==> config.mk <==
export PLATFORM = sky130hd
export DESIGN_NAME = sm3d_ctrl
export DESIGN_NICKNAME = d
export VERILOG_FILES = /design/src/hdl/sm3d_pkg.sv /design/src/hdl/sm3d_ctrl.sv
export VERILOG_INCLUDE_DIRS = /design/src /design/src/hdl
export SDC_FILE = /design/constraint.sdc
export NUM_CORES = 1
export LEC_CHECK = 0
export ABC_AREA = 0
export ABC_CLOCK_PERIOD_IN_PS = 3400
export BUFFER_PORTS_ARGS = -buffer_cell sky130_fd_sc_hd__buf_4
export CELL_PAD_IN_SITES_DETAIL_PLACEMENT = 1
export CELL_PAD_IN_SITES_GLOBAL_PLACEMENT = 1
export CORE_MARGIN = 4
export CORE_UTILIZATION = 38
export DETAILED_ROUTE_END_ITERATION = 12
export PLACE_DENSITY_LB_ADDON = 0.1
export SETUP_SLACK_MARGIN = 0.02
export SKIP_CTS_REPAIR_TIMING = 1
export SYNTH_ARGS = -nofsm -noshare
export SYNTH_HDL_FRONTEND = slang
export SYNTH_SLANG_ARGS = --single-unit
==> constraint.sdc <==
create_clock -name clk -period 3.4 [get_ports clk]
set_clock_uncertainty 0.2 [all_clocks]
set_input_delay 0.17 -clock clk [delete_from_list [all_inputs] [get_ports clk]]
set_output_delay 0.17 -clock clk [all_outputs]
set_load 0.01 [all_outputs]
==> src/hdl/sm3_hash_drbg_top_defines.svh <==
// assertion macros of the sm3 hash drbg, included by sm3d_ctrl
// expects clk and arst_n in the scope of each use
`ifndef SM3_HASH_DRBG_TOP_DEFINES_SVH
`define SM3_HASH_DRBG_TOP_DEFINES_SVH

// property that must hold at every clock edge out of reset
`define SM3D_ASSERT(lbl, prop, msg) \
lbl: assert property (@(posedge clk) disable iff (!arst_n) (prop)) else $error(msg);

// antecedent now implies consequent in the next cycle
`define SM3D_ASSERT_NEXT(lbl, ante, cons, msg) \
lbl: assert property (@(posedge clk) disable iff (!arst_n) (ante) |=> (cons)) else $error(msg);

`endif

==> src/hdl/sm3d_pkg.sv <==
// shared constants, types and helpers of the sm3 hash drbg
// no dependencies
package sm3d_pkg;

	localparam int SEED_BYTES_MAX    = 256;
	localparam int REQUEST_BYTES_MAX = 512;
	localparam int FILL_W            = $clog2(SEED_BYTES_MAX + 1);
	localparam int SEED_AW           = $clog2(SEED_BYTES_MAX);
	localparam int MSG_LEN_MAX       = 33 + SEED_BYTES_MAX;
	localparam int POS_W             = $clog2(MSG_LEN_MAX + 73);
	localparam int LEN_W             = 10;

	localparam logic [31:0]      RESEED_LIMIT_RST = 32'd1024;
	localparam logic [LEN_W-1:0] REQ_MAX          = LEN_W'(REQUEST_BYTES_MAX);

	// input command codes
	localparam logic [1:0] CMD_SEED   = 2'd0;
	localparam logic [1:0] CMD_RESEED = 2'd1;
	localparam logic [1:0] CMD_GEN    = 2'd2;
	localparam logic [1:0] CMD_IGNORE = 2'd3;

	// result status codes
	localparam logic [1:0] STS_OK          = 2'd0;
	localparam logic [1:0] STS_NOT_INST    = 2'd1;
	localparam logic [1:0] STS_RESEED_REQ  = 2'd2;

	// hash message prefix bytes
	localparam logic [7:0] PFX_DERIVE = 8'h00;
	localparam logic [7:0] PFX_RESEED = 8'h01;
	localparam logic [7:0] PFX_GEN    = 8'h02;
	localparam logic [7:0] PFX_UPDATE = 8'h03;

	// sm3 constants
	localparam logic [31:0] SM3_IV [8] = '{
		32'h7380166f, 32'h4914b2b9, 32'h172442d7, 32'hda8a0600,
		32'ha96f30bc, 32'h163138aa, 32'he38dee4d, 32'hb0fb0e4e
	};
	localparam logic [31:0] SM3_T_LO = 32'h79cc4519;
	localparam logic [31:0] SM3_T_HI = 32'h7a879d8a;

	function automatic logic [31:0] rotl(input logic [31:0] x, input logic [4:0] n);
		return (x << n) | (x >> (6'd32 - {1'b0, n}));
	endfunction

	// controller to datapath
	typedef struct packed {
		logic       store_byte;
		logic       cap_len;
		logic       start;
		logic [7:0] prefix;
		logic       use_seed;
		logic       inc_v;
		logic       vsel_t;
		logic       v_load;
		logic       c_load;
		logic       cnt_set1;
		logic       inst_set;
		logic       fill_clr;
		logic       t_load_v;
		logic       t_inc;
		logic       v_add_h;
		logic       v_add_c;
		logic       v_add_n;
		logic       cnt_inc;
		logic       push_data;
		logic       push_resp;
		logic [1:0] rsp_status;
	} dp_cmd_t;

	// datapath to controller
	typedef struct packed {
		logic hash_busy;
		logic hash_done;
		logic inst;
		logic reseed_req;
		logic out_free;
		logic len_zero;
		logic emit_last;
		logic emit_blk_end;
	} dp_sts_t;

endpackage

==> src/hdl/sm3d_ctrl.sv <==
// drbg controller: sequences derivations, generate blocks and state update
// depends on sm3d_pkg and sm3_hash_drbg_top_defines.svh
`include "sm3_hash_drbg_top_defines.svh"
module sm3d_ctrl import sm3d_pkg::*; (
	input  logic       clk,
	input  logic       arst_n,
	input  logic       in_valid,
	output logic       in_ready,
	input  logic [1:0] in_command,
	input  logic       in_end,
	output dp_cmd_t    cmd,
	input  dp_sts_t    sts
);

	typedef enum logic [10:0] {
		S_IDLE  = 11'b000_0000_0001,
		S_HSEED = 11'b000_0000_0010,
		S_HDERC = 11'b000_0000_0100,
		S_GSEL  = 11'b000_0000_1000,
		S_GHASH = 11'b000_0001_0000,
		S_GEMIT = 11'b000_0010_0000,
		S_UHASH = 11'b000_0100_0000,
		S_ADDH  = 11'b000_1000_0000,
		S_ADDC  = 11'b001_0000_0000,
		S_ADDN  = 11'b010_0000_0000,
		S_RESP  = 11'b100_0000_0000
	} state_t;

	state_t     state_q, state_d;
	logic       reseed_q, reseed_d;
	logic [1:0] rsp_q, rsp_d;
	logic       accept;
	logic       seed_end;

	assign in_ready = (state_q == S_IDLE);
	assign accept   = in_valid && in_ready;
	assign seed_end = accept && in_end && (in_command == CMD_SEED);

	// next state and datapath commands
	always_comb begin
		state_d  = state_q;
		reseed_d = reseed_q;
		rsp_d    = rsp_q;
		cmd      = '0;
		cmd.rsp_status = rsp_q;

		// message descriptor follows the hash in progress
		unique case (state_q) inside
			S_HSEED: begin
				cmd.prefix   = reseed_q ? PFX_RESEED : PFX_DERIVE;
				cmd.use_seed = 1'b1;
				cmd.inc_v    = reseed_q;
			end
			S_HDERC, S_UHASH: begin
				cmd.prefix = (state_q == S_UHASH) ? PFX_UPDATE : PFX_DERIVE;
				cmd.inc_v  = 1'b1;
			end
			S_GHASH, S_GEMIT: begin
				cmd.prefix = PFX_GEN;
				cmd.inc_v  = 1'b1;
				cmd.vsel_t = 1'b1;
			end
			default: cmd.prefix = PFX_DERIVE;
		endcase

		unique case (state_q)
			S_IDLE: begin
				if (accept) begin
					unique case (in_command) inside
						CMD_SEED, CMD_RESEED: begin
							cmd.store_byte = 1'b1;
							if (in_end) begin
								if (in_command == CMD_SEED) begin
									reseed_d  = 1'b0;
									cmd.start = 1'b1;
									state_d   = S_HSEED;
								end else if (sts.inst) begin
									reseed_d  = 1'b1;
									cmd.start = 1'b1;
									state_d   = S_HSEED;
								end else begin
									cmd.fill_clr = 1'b1;
									rsp_d        = STS_NOT_INST;
									state_d      = S_RESP;
								end
							end
						end
						CMD_GEN: begin
							if (!sts.inst) begin
								rsp_d   = STS_NOT_INST;
								state_d = S_RESP;
							end else if (sts.reseed_req) begin
								rsp_d   = STS_RESEED_REQ;
								state_d = S_RESP;
							end else begin
								cmd.cap_len  = 1'b1;
								cmd.t_load_v = 1'b1;
								state_d      = S_GSEL;
							end
						end
						default: state_d = S_IDLE;
					endcase
				end
			end
			S_HSEED: begin
				if (sts.hash_done) begin
					cmd.v_load = 1'b1;
					cmd.start  = 1'b1;
					state_d    = S_HDERC;
				end
			end
			S_HDERC: begin
				if (sts.hash_done) begin
					cmd.c_load   = 1'b1;
					cmd.cnt_set1 = 1'b1;
					cmd.inst_set = 1'b1;
					cmd.fill_clr = 1'b1;
					rsp_d        = STS_OK;
					state_d      = S_RESP;
				end
			end
			S_GSEL: begin
				cmd.start = 1'b1;
				state_d   = sts.len_zero ? S_UHASH : S_GHASH;
			end
			S_GHASH: begin
				if (sts.hash_done) state_d = S_GEMIT;
			end
			S_GEMIT: begin
				if (sts.out_free) begin
					cmd.push_data = 1'b1;
					if (sts.emit_last) begin
						cmd.start = 1'b1;
						state_d   = S_UHASH;
					end else if (sts.emit_blk_end) begin
						cmd.t_inc = 1'b1;
						cmd.start = 1'b1;
						state_d   = S_GHASH;
					end
				end
			end
			S_UHASH: begin
				if (sts.hash_done) state_d = S_ADDH;
			end
			S_ADDH: begin
				cmd.v_add_h = 1'b1;
				state_d     = S_ADDC;
			end
			S_ADDC: begin
				cmd.v_add_c = 1'b1;
				state_d     = S_ADDN;
			end
			S_ADDN: begin
				cmd.v_add_n = 1'b1;
				cmd.cnt_inc = 1'b1;
				rsp_d       = STS_OK;
				state_d     = sts.len_zero ? S_RESP : S_IDLE;
			end
			S_RESP: begin
				if (sts.out_free) begin
					cmd.push_resp = 1'b1;
					state_d       = S_IDLE;
				end
			end
			default: state_d = S_IDLE;
		endcase
	end

	always_ff @(posedge clk or negedge arst_n) begin
		if (!arst_n) begin
			state_q  <= S_IDLE;
			reseed_q <= 1'b0;
			rsp_q    <= STS_OK;
		end else begin
			state_q  <= state_d;
			reseed_q <= reseed_d;
			rsp_q    <= rsp_d;
		end
	end

	// checks
	`SM3D_ASSERT(a_push_when_free, (cmd.push_data || cmd.push_resp) |-> sts.out_free, "push while full")
	`SM3D_ASSERT(a_start_when_idle, cmd.start |-> !sts.hash_busy, "hash started while busy")
	`SM3D_ASSERT_NEXT(a_seed_end_busy, seed_end, !in_ready, "seed end did not start derivation")

endmodule

# Yosys cells after proc, flatten, opt, wreduce, memory -nomap -nowiden
# Cells that the tools add are included.
# op_classes
eq_ne,26
mux,69
n_reduce_logical,11
# op_table
operator,n
2-to-1 mux 11 bit,15
one-hot mux 11 bit (11 select lines),1
2-to-1 mux 1 bit,31
2-to-1 mux 2 bit,11
one-hot mux 11 bit (2 select lines),1
"!= test 2 bit, second input constant",6
"!= test 3 bit, second input constant",4
one-hot mux 2 bit (3 select lines),2
"== test 11 x 1 -> 1 bit, second input constant",1
"== test 11 x 10 -> 1 bit, second input constant",1
"== test 11 bit, second input constant",1
"== test 11 x 2 -> 1 bit, second input constant",1
"== test 11 x 3 -> 1 bit, second input constant",1
"== test 11 x 4 -> 1 bit, second input constant",1
"== test 11 x 5 -> 1 bit, second input constant",1
"== test 11 x 6 -> 1 bit, second input constant",1
"== test 11 x 7 -> 1 bit, second input constant",1
"== test 11 x 8 -> 1 bit, second input constant",1
"== test 11 x 9 -> 1 bit, second input constant",1
AND reduction 9 bit,1
AND reduction 8 bit,1
2-to-1 mux 7 bit,1
2-to-1 mux 3 bit,2
OR reduction 2 bit,3
15 further kinds,16
# word_totals
register_bits,14
input_bits,14
output_inout_bits,30
elab_cells,109

# Depth between registers and ports, before layout
# depth
ltp_word,6
ltp_mapped,7
depth_no_buf,5

# Least setup slack after synthesis
# OpenSTA, ideal clock, no wires.
# synth_timing
path_kind,reg2out
start,reg state_q[0]
end,out cmd[8] (netlist name)
arrival_time_ns,1.700
t_required_ns,3.030
slack_ns,1.330
stages_incl_launch_ff,7
n_path_buf,1
path_cell_list,dfstp_2 buf_2 nor4_4 and3b_1 and3_1 nand2_1 nor3b_1
# synth_lines
element,line_no,source
from (decl),sm3d_ctrl.sv:29,"state_t state_q, state_d;"
from (signal assigned),sm3d_ctrl.sv:175,state_q <= state_d;
to (decl),sm3d_ctrl.sv:11,"output dp_cmd_t cmd,"

==> results.md <==
- I/O Buffers: 36
- Finished Layout Cells: between 200 and 250
- CTS buffer count: 3
- Max-cap violations: 0
- Top_reg_cell synth: dfrtp_1
- Final Cell Area: between 1500 and 2000 µm²
- DRT iter0 DRCs: 40
- Hold slack: -0.00911 ns
- Syn avg cell area: 8.27 µm²
- Final period util: a little over 80%
- TNS Setup: 0 ns
- Fin. Hold Viols: 1
- Antenna violations before repair: 0
- PD cells: 528 nW/µm²
- Worst IR drop on VDD: about 260 µV
- Status: complete, but fails checks
- Die outline height: about 66 µm
- # rows: 20
- Max Clock Freq: 0.356 GHz
- Total grt overflow: 0
- Share of layout cells above drive strength 1: around 28%
- Worst setup EP type: output pin
- GRT Total Usage: 19.1%
- Commonest non-fill, non-tap cell in the layout: buf_4
- Hold path depth: 3
- Final Setup Violations: 0
- Antenna cells: 0
- DR WL/cell: ~17 µm
- Vias in the first global route: 1,268
- Routed via count: 1,238
- Final HPWL DP: slightly below 3 mm
- Area share of the largest cell type after synthesis: between 20% and 30%
- Failing checks: hold timing
- Yosys top cell by area: dfrtp_1
- Drt via density: 5.45
- FF+latch count, synth: 14
- Antenna Violating Nets Remaining: 0
- Worst slew pin tran: approximately 0.50 ns
- Deepest clock path buffer count: 2
- WP data arrival: 2.44 ns
- Post-Syn Area: 1260 µm²
- Worst-case reg-to-reg path depth: 5
- Register area share after synthesis: 27.8%
- RSZ-0062 raised after global routing: no
- Placer Congestion: approximately 0.83
- Async SR Flop Fraction: 100%
- Area post-placement: 1490 µm²
- Post-layout min period: between 2 and 3 ns
- Cells after DPL: 220
- Number of clock sinks: 14
- Max-slew violation count: 0
- Top-level port count: 44
- # nets final: ~200
- Routed WL: a little under 4 mm
- Number of synthesized flops with an enable pin: 0
- Critical Setup Path Class: register to output pin
- Cell variety after synth: 48
- Die Area: approximately 4300 µm²
- Pleak: ~0.80 nW
- CORE AREA: approximately 3100 µm²
- Initial Utilization: 40.4%
- CTS tree: yes
- CP Data Required Time: slightly above 3 ns
- Tot Pwr: between 0.0008 and 0.0009 W
- Dominant cells by area after synthesis: dfrtp_1 (26%), buf_4 (6.5%), xor2_1 (4.8%), nor2_1 (3.6%), and3_1 (3.5%)
- Warnings from Yosys: 0
- Worst-path clk slew: ~0.09 ns
- Critical path peak fanout: 10
- Clock root buffer: clkbuf_4
- First-pass GRT wire length: roughly 6.4 mm
- Total iterations of the first detailed-routing run: 4
- Slew HR: 66.7%
- Clk_lat worst skew: roughly 0.28 ns
- Drc violations: 0
- Mapped Cells: approximately 150
- Largest net degree at the start of global routing: 15
- Hold Path Class: primary input to register
- Startpoint types: register
- Commonest cells after routing, fill and taps aside: buf_4 (38), dfrtp_1 (13), nor2_1 (12)
- Die X: about 66 µm
- H-tree levels: 1
- Area Growth Syn to Fin: 23.0%
[registers in the layout, summed over array words and instances, names as in the netlist]
name	cells
reseed_q	1
rsp_q	2
state_q	11
[layout make-up]
type | instances | area (µm²)
fill | 386 | 1570
multi-input combinational | 114 | 761
sequential | 14 | 352
timing repair buffer | 41 | 315
tap | 44 | 55.1
inverter | 10 | 37.5
clock buffer | 4 | 36.3
[critical path, cell delays in order, from the launching register on]
cell	delay, ns
dfrtp_1	0.52
nor4_4	0.54
nand4_1	0.28
nor3b_2	0.37
o21ai_1	0.17
o211ai_1	0.13
buf_4	0.15
[through the flow]
| stage | setup WS [ns] | util, % |
|---|---|---|
| after floorplan | 1.33 | - |
| final | 0.592 | 49.8 |
| after global routing | 0.389 | 49.8 |
| after detailed placement | 0.929 | 47.6 |
| after global placement | 0.967 | 47.6 |
| after CTS | 0.604 | 48.8 |
[routing by layer]
metal	up-vias	routed length, µm	GRT usage [%]	share of wire, %
li1	602	-	-	-
met3	2	164	3.93	4.3
met1	607	1730	24.8	45
met4	0	15	2.59	0.39
met2	27	1950	32.9	51
met5	-	0	0	0
[power breakdown]
part	internal [W]	switching (W)	leakage [nW]
Combinational	0.000195	0.000245	0.597
Sequential	0.000205	0.0000533	0.187
Clock	0.0000652	0.0000594	0.0210
[final timing paths]
check | from | to | slack, ns
setup / recovery | state_q[6] | cmd[26] | 0.59
hold / removal | sts[5] | reseed_q | -0.009
setup reg to reg | state_q[6] | state_q[4] | 0.94
hold reg to reg | rsp_q[1] | rsp_q[1] | 0.34
max in group asynchronous | arst_n | state_q[0] | 2.68
min in group asynchronous | arst_n | reseed_q | 0.07
[synth_stat cells, drive strengths merged, types with 2 or more instances]
master	count
buf	20
dfrtp	13
nor2	12
inv	10
nand2	8
nor3	8
and3	7
xor2	7
a21oi	6
o21ai	6
nand3	5
o22ai	5
and2	4
nand4	4
nor3b	4
a211o	2
a22oi	2
a31oi	2
and4	2
mux2	2
nor4	2
nor4b	2
o211ai	2
[cell families (layout without fill, tap and decap cells)]
| kind of cell | Yosys count | after routing | synth area share (%) |
|---|---|---|---|
| xor gates and xnor gates | 8 | 8 | 5.54 |
| AOI/OAI and AO/OA | 33 | 33 | 18.2 |
| DFF | 14 | 14 | 27.8 |
| other | 1 | 6 | 0.296 |
| buffers and inverters | 30 | 55 | 13.6 |
| and+or+nand+nor | 64 | 64 | 32.0 |
| muxes | 3 | 3 | 2.57 |
Power figures use the tool's default switching activity.
